$ cat src/rtl/cbp_pkg.sv
package cbp_pkg;

    // Default geometry: signed Q11.4 coordinates and a Q1.16 curve parameter.
    localparam int COORD_BITS_DEF = 16;
    localparam int TIME_BITS_DEF  = 16;

    // Configuration register indexes.
    localparam int CFG_IDX_W = 3;
    localparam logic [CFG_IDX_W-1:0] REG_CONTROL_ONE = 3'd0;
    localparam logic [CFG_IDX_W-1:0] REG_CONTROL_TWO = 3'd1;
    localparam logic [CFG_IDX_W-1:0] REG_END_POINT   = 3'd2;
    localparam logic [CFG_IDX_W-1:0] REG_ABSOLUTE    = 3'd3;
    localparam logic [CFG_IDX_W-1:0] REG_STACK       = 3'd4;

    // Request kinds.
    localparam logic REQ_START = 1'b0;

endpackage

$ cat src/rtl/cbp_if.sv
interface cbp_req_if
    import cbp_pkg::*;
#(
    parameter int COORD_BITS = COORD_BITS_DEF,
    parameter int TIME_BITS  = TIME_BITS_DEF
);
    logic                         valid;
    logic                         ready;
    logic                         req_type;
    logic        [TIME_BITS:0]    time_frac;
    logic signed [COORD_BITS-1:0] cur_x;
    logic signed [COORD_BITS-1:0] cur_y;
    logic signed [COORD_BITS-1:0] cur_z;

    modport source (output valid, req_type, time_frac, cur_x, cur_y, cur_z, input ready);
    modport sink   (input valid, req_type, time_frac, cur_x, cur_y, cur_z, output ready);
endinterface

interface cbp_rsp_if
    import cbp_pkg::*;
#(
    parameter int COORD_BITS = COORD_BITS_DEF
);
    logic                         valid;
    logic                         ready;
    logic signed [COORD_BITS-1:0] pos_x;
    logic signed [COORD_BITS-1:0] pos_y;
    logic signed [COORD_BITS-1:0] pos_z;

    modport source (output valid, pos_x, pos_y, pos_z, input ready);
    modport sink   (input valid, pos_x, pos_y, pos_z, output ready);
endinterface

$ cat src/rtl/cubic_bezier_path_3d.sv
// Channel   Direction  Payload                                  Transfer when
// req       in         req_type, time_frac, cur_x/cur_y/cur_z   req.valid && req.ready
// rsp       out        pos_x, pos_y, pos_z                      rsp.valid && rsp.ready
// cfg       in         cfg_idx, cfg_data                        cfg_we
//
// A start request loads the nine curve point coordinates and then passes through
// S_FIN to the output register. For a step request all fourteen products go
// through one shift-add multiplier that retires one multiplier bit per cycle,
// with a load state before and a store state after each product.
// Reset clears the configuration but for stack mode, which it sets, and the latched
// start, the previous output and the curve points, so a step before any start has zero offset.
// A new request is taken as soon as the sequencer is idle, even while a result waits
// in the output register; a stalled output only holds the sequencer at its last cycle.
module cubic_bezier_path_3d
    import cbp_pkg::*;
#(
    parameter int COORD_BITS = COORD_BITS_DEF,
    parameter int TIME_BITS  = TIME_BITS_DEF
)(
    input  logic                      clk,
    input  logic                      rst_n,
    input  logic                      cfg_we,
    input  logic [CFG_IDX_W-1:0]      cfg_idx,
    input  logic [3*COORD_BITS-1:0]   cfg_data,
    cbp_req_if.sink                   req,
    cbp_rsp_if.source                 rsp
);

    localparam int CB    = COORD_BITS;
    localparam int TB    = TIME_BITS;
    // Multiplier operand: a weight of up to 3 * 2^TB.
    localparam int MB    = TB + 2;
    // Accumulator: wide enough for t*t products and for a three-term curve sum.
    localparam int AW    = (2 * TB + 2 > TB + CB + 5) ? 2 * TB + 2 : TB + CB + 5;
    localparam int OW    = AW - TB;
    localparam int SW    = OW + 1;
    localparam int PW    = 3 * CB;
    localparam int CNT_W = $clog2(MB);

    localparam int CMAX_I = (1 << (CB - 1)) - 1;
    localparam logic signed [SW-1:0] SMAX = SW'(CMAX_I);
    localparam logic signed [SW-1:0] SMIN = SW'(-CMAX_I - 1);
    localparam logic [TB:0]   ONE_T  = {1'b1, {TB{1'b0}}};
    localparam logic [AW-1:0] HALF_A = {{(AW - TB){1'b0}}, 1'b1, {(TB - 1){1'b0}}};

    localparam logic [2:0] S_IDLE  = 3'd0;
    localparam logic [2:0] S_PREP  = 3'd1;
    localparam logic [2:0] S_LOAD  = 3'd2;
    localparam logic [2:0] S_MUL   = 3'd3;
    localparam logic [2:0] S_STORE = 3'd4;
    localparam logic [2:0] S_FIN   = 3'd5;

    localparam logic [2:0] OP_TT  = 3'd0;
    localparam logic [2:0] OP_UU  = 3'd1;
    localparam logic [2:0] OP_W1  = 3'd2;
    localparam logic [2:0] OP_W2  = 3'd3;
    localparam logic [2:0] OP_W3  = 3'd4;
    localparam logic [2:0] OP_SUM = 3'd5;

    // Which curve point of an axis: first control, second control, end.
    localparam logic [1:0] J_B = 2'd0;
    localparam logic [1:0] J_C = 2'd1;
    localparam logic [1:0] J_D = 2'd2;

    localparam logic [1:0] AX_Z = 2'd2;

    function automatic logic signed [SW-1:0] sx(input logic signed [CB-1:0] v);
        sx = {{(SW - CB){v[CB-1]}}, v};
    endfunction

    function automatic logic signed [CB-1:0] sat_f(input logic signed [SW-1:0] v);
        if (v > SMAX)
        begin
            sat_f = SMAX[CB-1:0];
        end
        else if (v < SMIN)
        begin
            sat_f = SMIN[CB-1:0];
        end
        else
        begin
            sat_f = v[CB-1:0];
        end
    endfunction

    // Configuration registers.
    logic [PW-1:0] control_one_reg;
    logic [PW-1:0] control_two_reg;
    logic [PW-1:0] end_point_reg;
    logic          absolute_reg;
    logic          stack_reg;

    // Sequencer.
    logic [2:0]       state_reg;
    logic [2:0]       op_reg;
    logic [1:0]       axis_reg;
    logic [1:0]       j_reg;
    logic [3:0]       k_reg;
    logic [CNT_W-1:0] cnt_reg;
    logic             out_valid_reg;

    // Curve state kept between requests.
    logic signed [CB-1:0] start_reg [3];
    logic signed [CB-1:0] prev_reg  [3];
    logic signed [CB-1:0] rel_reg   [9];

    // Per-request datapath.
    logic signed [CB-1:0] cur_reg [3];
    logic signed [CB-1:0] res_reg [3];
    logic signed [CB-1:0] pos_reg [3];
    logic [TB:0]          t_reg;
    logic [TB:0]          u_reg;
    logic [TB:0]          tt_reg;
    logic [TB:0]          uu_reg;
    logic [MB-1:0]        w1_reg;
    logic [MB-1:0]        w2_reg;
    logic [MB-1:0]        w3_reg;
    logic [AW-1:0]        md_reg;
    logic [MB-1:0]        mr_reg;
    logic [AW-1:0]        acc_reg;

    logic                 req_xfer;
    logic                 out_free;
    logic [TB:0]          t_in;
    logic [PW-1:0]        pt_word;
    logic signed [CB-1:0] pt_axis;
    logic signed [CB-1:0] prep_base;
    logic signed [CB-1:0] prep_val;
    logic signed [CB-1:0] start_drift;
    logic signed [SW-1:0] off_ext;
    logic signed [CB-1:0] sum_res;
    logic [TB:0]          r_val;
    logic [MB-1:0]        w_sel;
    logic [AW-1:0]        ld_md;
    logic [MB-1:0]        ld_mr;

    assign req_xfer  = req.valid && req.ready;
    assign req.ready = (state_reg == S_IDLE);
    assign out_free  = !out_valid_reg || rsp.ready;

    assign rsp.valid = out_valid_reg;
    assign rsp.pos_x = pos_reg[0];
    assign rsp.pos_y = pos_reg[1];
    assign rsp.pos_z = pos_reg[2];

    // A time fraction above 1.0 counts as 1.0.
    assign t_in = req.time_frac[TB] ? ONE_T : req.time_frac;

    // Loading the curve points at a start: one point coordinate per cycle, made
    // relative to the start position when the points are absolute.
    always_comb
    begin
        case (j_reg)
            J_B:     pt_word = control_one_reg;
            J_C:     pt_word = control_two_reg;
            default: pt_word = end_point_reg;
        endcase
    end

    assign pt_axis   = pt_word[axis_reg*CB +: CB];
    assign prep_base = absolute_reg ? cur_reg[axis_reg] : '0;
    assign prep_val  = sat_f(sx(pt_axis) - sx(prep_base));

    // In stack mode the start follows whatever moved the object since our last output.
    assign start_drift = sat_f(sx(start_reg[axis_reg]) + sx(cur_reg[axis_reg])
                               - sx(prev_reg[axis_reg]));

    // The accumulator was seeded with one half, so dropping the fraction bits rounds
    // half up; the arithmetic shift floors negative sums.
    assign off_ext = $signed({acc_reg[AW-1], acc_reg[AW-1:TB]});
    assign sum_res = sat_f(off_ext + sx(start_reg[axis_reg]));
    assign r_val   = acc_reg[TB +: TB + 1];

    always_comb
    begin
        case (j_reg)
            J_B:     w_sel = w1_reg;
            J_C:     w_sel = w2_reg;
            default: w_sel = w3_reg;
        endcase
    end

    // Operands for the next product.
    always_comb
    begin
        case (op_reg)
            OP_TT:
            begin
                ld_md = {{(AW - TB - 1){1'b0}}, t_reg};
                ld_mr = {1'b0, t_reg};
            end
            OP_UU:
            begin
                ld_md = {{(AW - TB - 1){1'b0}}, u_reg};
                ld_mr = {1'b0, u_reg};
            end
            OP_W1:
            begin
                ld_md = {{(AW - TB - 1){1'b0}}, t_reg};
                ld_mr = {1'b0, uu_reg};
            end
            OP_W2:
            begin
                ld_md = {{(AW - TB - 1){1'b0}}, u_reg};
                ld_mr = {1'b0, tt_reg};
            end
            OP_W3:
            begin
                ld_md = {{(AW - TB - 1){1'b0}}, t_reg};
                ld_mr = {1'b0, tt_reg};
            end
            default:
            begin
                ld_md = {{(AW - CB){rel_reg[k_reg][CB-1]}}, rel_reg[k_reg]};
                ld_mr = w_sel;
            end
        endcase
    end

    // Control state, configuration and the curve state that reset clears.
    always_ff @(posedge clk or negedge rst_n)
    begin
        if (!rst_n)
        begin
            control_one_reg <= '0;
            control_two_reg <= '0;
            end_point_reg   <= '0;
            absolute_reg    <= 1'b0;
            stack_reg       <= 1'b1;
            state_reg       <= S_IDLE;
            op_reg          <= OP_TT;
            axis_reg        <= '0;
            j_reg           <= J_B;
            k_reg           <= '0;
            cnt_reg         <= '0;
            out_valid_reg   <= 1'b0;
            start_reg       <= '{default: '0};
            prev_reg        <= '{default: '0};
            rel_reg         <= '{default: '0};
        end
        else
        begin
            if (cfg_we)
            begin
                case (cfg_idx)
                    REG_CONTROL_ONE: control_one_reg <= cfg_data;
                    REG_CONTROL_TWO: control_two_reg <= cfg_data;
                    REG_END_POINT:   end_point_reg   <= cfg_data;
                    REG_ABSOLUTE:    absolute_reg    <= cfg_data[0];
                    REG_STACK:       stack_reg       <= cfg_data[0];
                    default:
                    begin
                    end
                endcase
            end

            // The output register fills from the last sequencer cycle and empties
            // on a transfer.
            if (state_reg == S_FIN && out_free)
            begin
                out_valid_reg <= 1'b1;
            end
            else if (rsp.ready)
            begin
                out_valid_reg <= 1'b0;
            end

            case (state_reg)
                S_IDLE:
                begin
                    if (req_xfer)
                    begin
                        axis_reg <= '0;
                        j_reg    <= J_B;
                        k_reg    <= '0;
                        op_reg   <= OP_TT;
                        if (req.req_type == REQ_START)
                        begin
                            start_reg <= '{req.cur_x, req.cur_y, req.cur_z};
                            prev_reg  <= '{req.cur_x, req.cur_y, req.cur_z};
                            state_reg <= S_PREP;
                        end
                        else
                        begin
                            state_reg <= S_LOAD;
                        end
                    end
                end
                S_PREP:
                begin
                    rel_reg[k_reg] <= prep_val;
                    k_reg          <= k_reg + 4'd1;
                    if (j_reg == J_D)
                    begin
                        j_reg <= J_B;
                        if (axis_reg == AX_Z)
                        begin
                            state_reg <= S_FIN;
                        end
                        else
                        begin
                            axis_reg <= axis_reg + 2'd1;
                        end
                    end
                    else
                    begin
                        j_reg <= j_reg + 2'd1;
                    end
                end
                S_LOAD:
                begin
                    cnt_reg   <= '0;
                    state_reg <= S_MUL;
                    if (op_reg == OP_SUM && j_reg == J_B && stack_reg)
                    begin
                        start_reg[axis_reg] <= start_drift;
                    end
                end
                S_MUL:
                begin
                    cnt_reg <= cnt_reg + CNT_W'(1);
                    if (cnt_reg == CNT_W'(MB - 1))
                    begin
                        state_reg <= S_STORE;
                    end
                end
                S_STORE:
                begin
                    if (op_reg != OP_SUM)
                    begin
                        op_reg    <= op_reg + 3'd1;
                        state_reg <= S_LOAD;
                    end
                    else
                    begin
                        k_reg <= k_reg + 4'd1;
                        if (j_reg == J_D)
                        begin
                            j_reg <= J_B;
                            if (stack_reg)
                            begin
                                prev_reg[axis_reg] <= sum_res;
                            end
                            if (axis_reg == AX_Z)
                            begin
                                state_reg <= S_FIN;
                            end
                            else
                            begin
                                axis_reg  <= axis_reg + 2'd1;
                                state_reg <= S_LOAD;
                            end
                        end
                        else
                        begin
                            j_reg     <= j_reg + 2'd1;
                            state_reg <= S_LOAD;
                        end
                    end
                end
                S_FIN:
                begin
                    if (out_free)
                    begin
                        state_reg <= S_IDLE;
                    end
                end
                default:
                begin
                    state_reg <= S_IDLE;
                end
            endcase
        end
    end

    // Datapath payload: the shift-add multiplier, the weights and the results.
    always_ff @(posedge clk)
    begin
        case (state_reg)
            S_IDLE:
            begin
                if (req_xfer)
                begin
                    cur_reg <= '{req.cur_x, req.cur_y, req.cur_z};
                    t_reg   <= t_in;
                    u_reg   <= ONE_T - t_in;
                    if (req.req_type == REQ_START)
                    begin
                        res_reg <= '{req.cur_x, req.cur_y, req.cur_z};
                    end
                end
            end
            S_LOAD:
            begin
                md_reg <= ld_md;
                mr_reg <= ld_mr;
                // Each square, each weight and each axis sum starts from one half for rounding.
                if (op_reg != OP_SUM || j_reg == J_B)
                begin
                    acc_reg <= HALF_A;
                end
            end
            S_MUL:
            begin
                if (mr_reg[0])
                begin
                    acc_reg <= acc_reg + md_reg;
                end
                md_reg <= {md_reg[AW-2:0], 1'b0};
                mr_reg <= {1'b0, mr_reg[MB-1:1]};
            end
            S_STORE:
            begin
                case (op_reg)
                    OP_TT: tt_reg <= r_val;
                    OP_UU: uu_reg <= r_val;
                    OP_W1: w1_reg <= {1'b0, r_val} + {r_val, 1'b0};
                    OP_W2: w2_reg <= {1'b0, r_val} + {r_val, 1'b0};
                    OP_W3: w3_reg <= {1'b0, r_val};
                    default:
                    begin
                        if (j_reg == J_D)
                        begin
                            // Plain mode leaves z where the object already is.
                            if (!stack_reg && axis_reg == AX_Z)
                            begin
                                res_reg[axis_reg] <= cur_reg[axis_reg];
                            end
                            else
                            begin
                                res_reg[axis_reg] <= sum_res;
                            end
                        end
                    end
                endcase
            end
            S_FIN:
            begin
                if (out_free)
                begin
                    pos_reg <= res_reg;
                end
            end
            default:
            begin
            end
        endcase
    end

    // The bit counter never runs past the multiplier operand.
    assert property (@(posedge clk) disable iff (!rst_n)
        (state_reg == S_MUL) |-> (cnt_reg < CNT_W'(MB)))
        else $error("multiplier bit counter out of range");

    // The point index agrees with the axis and point selectors wherever a curve point is loaded or read.
    assert property (@(posedge clk) disable iff (!rst_n)
        (state_reg == S_PREP || (state_reg == S_LOAD && op_reg == OP_SUM))
        |-> (k_reg == 4'(axis_reg) * 4'd3 + 4'(j_reg)))
        else $error("curve point index out of step with axis and point");

    // A result is held back, not dropped, while the output register is occupied.
    assert property (@(posedge clk) disable iff (!rst_n)
        (state_reg == S_FIN && out_valid_reg && !rsp.ready) |=> (state_reg == S_FIN))
        else $error("result left the sequencer while the output was stalled");

    // A start transfer goes straight to loading the curve points.
    assert property (@(posedge clk) disable iff (!rst_n)
        (req_xfer && req.req_type == REQ_START) |=> (state_reg == S_PREP && k_reg == 4'd0))
        else $error("start request did not begin the point load");

endmodule

$ cat src/flat_wrapper.sv
// flat-port wrapper written by rule: the top's interface ports become plain ports
module cubic_bezier_path_3d_flat import cbp_pkg::*;
#(
    parameter int COORD_BITS = COORD_BITS_DEF,
    parameter int TIME_BITS  = TIME_BITS_DEF
)
  (clk, rst_n, cfg_we, cfg_idx, cfg_data, req_valid, req_req_type, req_time_frac, req_cur_x, req_cur_y, req_cur_z, req_ready, rsp_valid, rsp_pos_x, rsp_pos_y, rsp_pos_z, rsp_ready);
  cbp_req_if #(.COORD_BITS(COORD_BITS), .TIME_BITS(TIME_BITS)) req_i ();
  cbp_rsp_if #(.COORD_BITS(COORD_BITS)) rsp_i ();
  input  logic clk;
  input  logic rst_n;
  input  logic cfg_we;
  input  logic [CFG_IDX_W-1:0] cfg_idx;
  input  logic [3*COORD_BITS-1:0] cfg_data;
  input wire logic [$bits(req_i.valid)-1:0] req_valid;
  input wire logic [$bits(req_i.req_type)-1:0] req_req_type;
  input wire logic [$bits(req_i.time_frac)-1:0] req_time_frac;
  input wire logic [$bits(req_i.cur_x)-1:0] req_cur_x;
  input wire logic [$bits(req_i.cur_y)-1:0] req_cur_y;
  input wire logic [$bits(req_i.cur_z)-1:0] req_cur_z;
  output wire logic [$bits(req_i.ready)-1:0] req_ready;
  output wire logic [$bits(rsp_i.valid)-1:0] rsp_valid;
  output wire logic [$bits(rsp_i.pos_x)-1:0] rsp_pos_x;
  output wire logic [$bits(rsp_i.pos_y)-1:0] rsp_pos_y;
  output wire logic [$bits(rsp_i.pos_z)-1:0] rsp_pos_z;
  input wire logic [$bits(rsp_i.ready)-1:0] rsp_ready;
  assign req_i.valid = req_valid;
  assign req_i.req_type = req_req_type;
  assign req_i.time_frac = req_time_frac;
  assign req_i.cur_x = req_cur_x;
  assign req_i.cur_y = req_cur_y;
  assign req_i.cur_z = req_cur_z;
  assign req_ready = req_i.ready;
  assign rsp_valid = rsp_i.valid;
  assign rsp_pos_x = rsp_i.pos_x;
  assign rsp_pos_y = rsp_i.pos_y;
  assign rsp_pos_z = rsp_i.pos_z;
  assign rsp_i.ready = rsp_ready;
  cubic_bezier_path_3d #(.COORD_BITS(COORD_BITS), .TIME_BITS(TIME_BITS)) u_core (.clk(clk), .rst_n(rst_n), .cfg_we(cfg_we), .cfg_idx(cfg_idx), .cfg_data(cfg_data), .req(req_i), .rsp(rsp_i));
endmodule
$ cat config.mk
export PLATFORM = sky130hd
export DESIGN_NAME = cubic_bezier_path_3d_flat
export DESIGN_NICKNAME = d
export VERILOG_FILES = /design/src/rtl/cbp_pkg.sv /design/src/rtl/cbp_if.sv /design/src/rtl/cubic_bezier_path_3d.sv /design/src/flat_wrapper.sv
export SDC_FILE = /design/constraint.sdc
export NUM_CORES = 1
export LEC_CHECK = 0
export BUFFER_PORTS_ARGS = -buffer_cell sky130_fd_sc_hd__buf_2
export CORE_MARGIN = 2
export CORE_UTILIZATION = 45
export CTS_BUF_LIST = sky130_fd_sc_hd__clkbuf_4 sky130_fd_sc_hd__clkbuf_8
export CTS_CLUSTER_SIZE = 16
export DETAILED_ROUTE_END_ITERATION = 8
export GPL_TIMING_DRIVEN = 0
export SLEW_MARGIN = 20
export SYNTH_ARGS = -nofsm -noshare
export SYNTH_HDL_FRONTEND = slang
export SYNTH_SLANG_ARGS = --single-unit
export TNS_END_PERCENT = 50
$ cat constraint.sdc
create_clock -name clk -period 5.4 [get_ports clk]
set_clock_uncertainty 0.05 [all_clocks]
set_input_delay 0.27 -clock clk [delete_from_list [all_inputs] [get_ports clk]]
set_output_delay 0.27 -clock clk [all_outputs]
set_load 0.005 [all_outputs]
==> metrics.cfg <==
[status]
status = finished, final reports clean

[global_route]
grt_max_degree = 94
grt_overflow = 0
grt.total_usage_pct = 27.6
grt_pass1_wl_microns = 186000
grt_pass1_vias = 29719
antenna_found_initial = 6

[logic_synthesis]
yosys_most_used_dff = dfrtp_1
synth_edf_count = 356
synth_fp_nets = 3795
synth_top_family_by_area = compound AO/OA/AOI/OAI gates
syn_area_sq_um = 38700
ys_warn_count = 0
yosys.area_share.simple_pct = 9.80
ys_ff_latch = 762
synth_area_per_cell_sq_um = 11.0
synth_mux_area_share_pct = 9.45
yosysSeqAreaShare_pct = 53.9
synth_adder_area_share_pct = 4.98
ys_types = 78
synth_compound_area_share_pct = 16.9
async_flop_share_pct = 53.3
synth-xor-area-share_pct = 1.95
synthCells = 3531

[finish]
layout-drive-gt1-share_pct = 19.1
multiInputGateArea_sq_um = 17100
final_nets = 4262
fillers = 7575
largest_reg_flops = 144
area_growth_pct = 19.4
final_area_sq_um = 46200
seq_area_sq_um = 20900

[place]
gp_congestion = 0.949
io_buffers = 171
placed_area_sq_um = 41400
place_hpwl_microns = 89300

[timing]
grt_setup_unrepaired = yes
finalSetupViolations = 0
max_freq_mhz = 192
finalHoldViolCount = 0
worstMarginPinSlew_ps = 1050
finalCriticalPeriod_ps = 5200
final.period_utilization_pct = 96.3
relSlewSlack_pct = 29.7
drv_slew = 0

[setup_path]
cpPeakStageDelay_ps = 530
path_cells = buf_4 > clkbuf_2 > mux2i_1 > nor2_1 > a21oi_1 > o22ai_1 > ha_1 > nand2b_1 > a21oi_1 > o211ai_1 > a211oi_2 > o41ai_2 > a21oi_1 > nor2_2 > nand2_1 > clkbuf_2 > o21ai_4 > o21ai_0
cp_num_buf_inv = 3
cp-start-kind = flop
cpMaxStageDelayCell = dfrtp_2
endpoint_kind = flop
cp.arrival_ps = 5790
cp_common_cell = a21oi_1
crit_required_ps = 5990
worstSetupPathType = reg -> reg
crit_fanout = 10
critPathTopFamily = compound AO/OA/AOI/OAI gates

[floorplanning]
die_area_sq_um = 88400
core_area_sq_um = 85300
fp-row-count = 107
pin_count = 172
die_h_microns = 297
start_util_pct = 45.4
dieWidth_microns = 297

[clock_tree]
clockBufferDepth = 3
cts_buffers = 136
root_buffer = clkbuf_8
cts_num_sinks = 762
h-tree-depth = 4
clk_latency_ps = 800
cts_tree = done
cts.clk_slew.worst_paths_ps = 70

[power_and_ir_drop]
finalPower_uw = 14300
p_sw_share_pct = 27.8
pwr-share-comb_pct = 15.6
power_density_nw_per_um2 = 309
power_switching_uw = 3970
ir_worst_vdd_mv = 0.264
seq_power_share_pct = 45.0
leakage_uw = 0.0186
p_clk_share_pct = 39.4
power.internal_uw = 10300

[routing]
first_pass_iters = 5
routed_via_density = 5.83
drt_iter0_markers = 2903
wl_per_cell_microns = 23.5
vias = 30597
wirelength_microns = 123000
ant_nets = 0
drc = 0

[run]
max_cap_viol_count = 0

[worst_hold_path]
hp-class = in -> reg

==> worst min-delay path, delay by kind of cell <==
family | cells | cell delay (ps)
compound gates | 1 | 130
buf+inv | 1 | 70
simple gates | 2 | 460
==> cells in the mapped netlist, drive strengths merged (66+ instances only) <==
| master | number | share of area, % |
|---|---|---|
| clkbuf | 166 | 1.6 |
| inv | 120 | 1.2 |
| mux2i | 119 | 3.1 |
| ha | 122 | 3.9 |
| mux2 | 181 | 5.3 |
| o22ai | 83 | 1.3 |
| nand2 | 398 | 3.9 |
| xnor2 | 66 | 1.5 |
| nor2 | 216 | 2.1 |
| dfrtp | 405 | 26 |
| edfxtp | 356 | 28 |
| a21o | 81 | 1.6 |
| o21ai | 337 | 4.4 |
| a21oi | 232 | 3.0 |
==> per-layer routing <==
metal	routed length, microns	vias up	global-route usage (%)
li1	-	13915	-
met2	55400	1321	42.6
met3	10100	224	5.33
met5	29	-	0
met4	3610	4	9.26
met1	54200	15133	39.3
==> path summary, 6_finish.rpt <==
| path | startpoint | slack [ps] | endpoint | depth (start not counted) |
|---|---|---|---|---|
| max in group asynchronous | rst_n | 3140 | u_core.rel_reg[137] | 7 |
| worst max-delay path | u_core.j_reg[0] | 200 | u_core.rel_reg[121] | 18 |
| worst min register to register | u_core.res_reg[40] | 370 | u_core.rsp.pos_x[8] | 0 |
| min in group asynchronous | rst_n | 530 | u_core.prev_reg[20] | 4 |
| worst min-delay path | rsp_ready | 170 | u_core.state_reg[2] | 4 |
| worst max register to register | u_core.j_reg[0] | 200 | u_core.rel_reg[121] | 18 |
==> power groups by stage <==
stage	registers (uW)	clock network [uW]	logic, uW
after floorplan	6510	0	889
after global placement	6530	0	1560
after detailed placement	6540	0	1610
after CTS	6430	5710	2060
after global routing	6460	5970	2330
final	6440	5630	2220
==> cell type report <==
class,instances,share of cell area (%)
diodes,5,0.0271
clock inverters,45,0.877
inverters,122,1.01
well taps,1144,3.10
flip-flops and latches,762,45.1
multi-input cells,2449,37.0
plain buffers,197,1.88
clock buffers,195,5.22
repair buffers,330,5.79
==> cell families (layout without fill, tap and decap cells) <==
family | count (synthesis) | in the layout
buffers and inverters | 320 | 889
xor gates and xnor gates | 86 | 86
muxes | 319 | 319
and+or+nand+nor | 858 | 858
DFF | 762 | 762
AOI/OAI and AO/OA | 1044 | 1044
other | 0 | 5
adders and majority gates | 142 | 142
==> cell usage in the layout, fill, tap and decap left out, types with 65 or more instances in the layout <==
cell / Yosys / routed
edfxtp_1: 356 / 356
o22ai_1: 83 / 83
dfrtp_1: 405 / 404
mux2i_1: 119 / 119
mux2_2: 181 / 181
a21o_1: 81 / 80
clkbuf_1: 166 / 138
nand2_1: 398 / 397
inv_1: 120 / 115
a21oi_1: 232 / 207
clkbuf_8: 0 / 154
nor2_1: 214 / 202
buf_2: 2 / 176
ha_1: 122 / 120
dlygate4sd3_1: 0 / 124
o21ai_0: 332 / 324
xnor2_1: 66 / 65
==> per-stage QoR <==
| step | utilization [%] | TNS (ps) | hold WS (ps) | worst slack [ps] | std cells |
|---|---|---|---|---|---|
| 2_1_floorplan | - | 0 | -75.6 | 219 | 3531 |
| 3_3_place_gp | 48.1 | -2349840 | 354 | -4720 | 4846 |
| 3_5_place_dp | 48.5 | -423130 | 109 | -1940 | 4860 |
| 4_1_cts | 53.9 | 0 | 109 | 19.0 | 5234 |
| 5_1_grt | 54.2 | -365 | 190 | -47.5 | 5246 |
| 6_report | 54.2 | 0 | 166 | 198 | 5249 |
==> what timing repair did <==
action                                  CTS  global route
hold endpoints to repair                480             0
endpoints found under the setup margin  288           251
hold buffers                            125             0
resized for setup                       114            62
buffers inserted                         10            10
pin swaps                                 8             7
No activity file was read; power rests on OpenSTA's default activity.
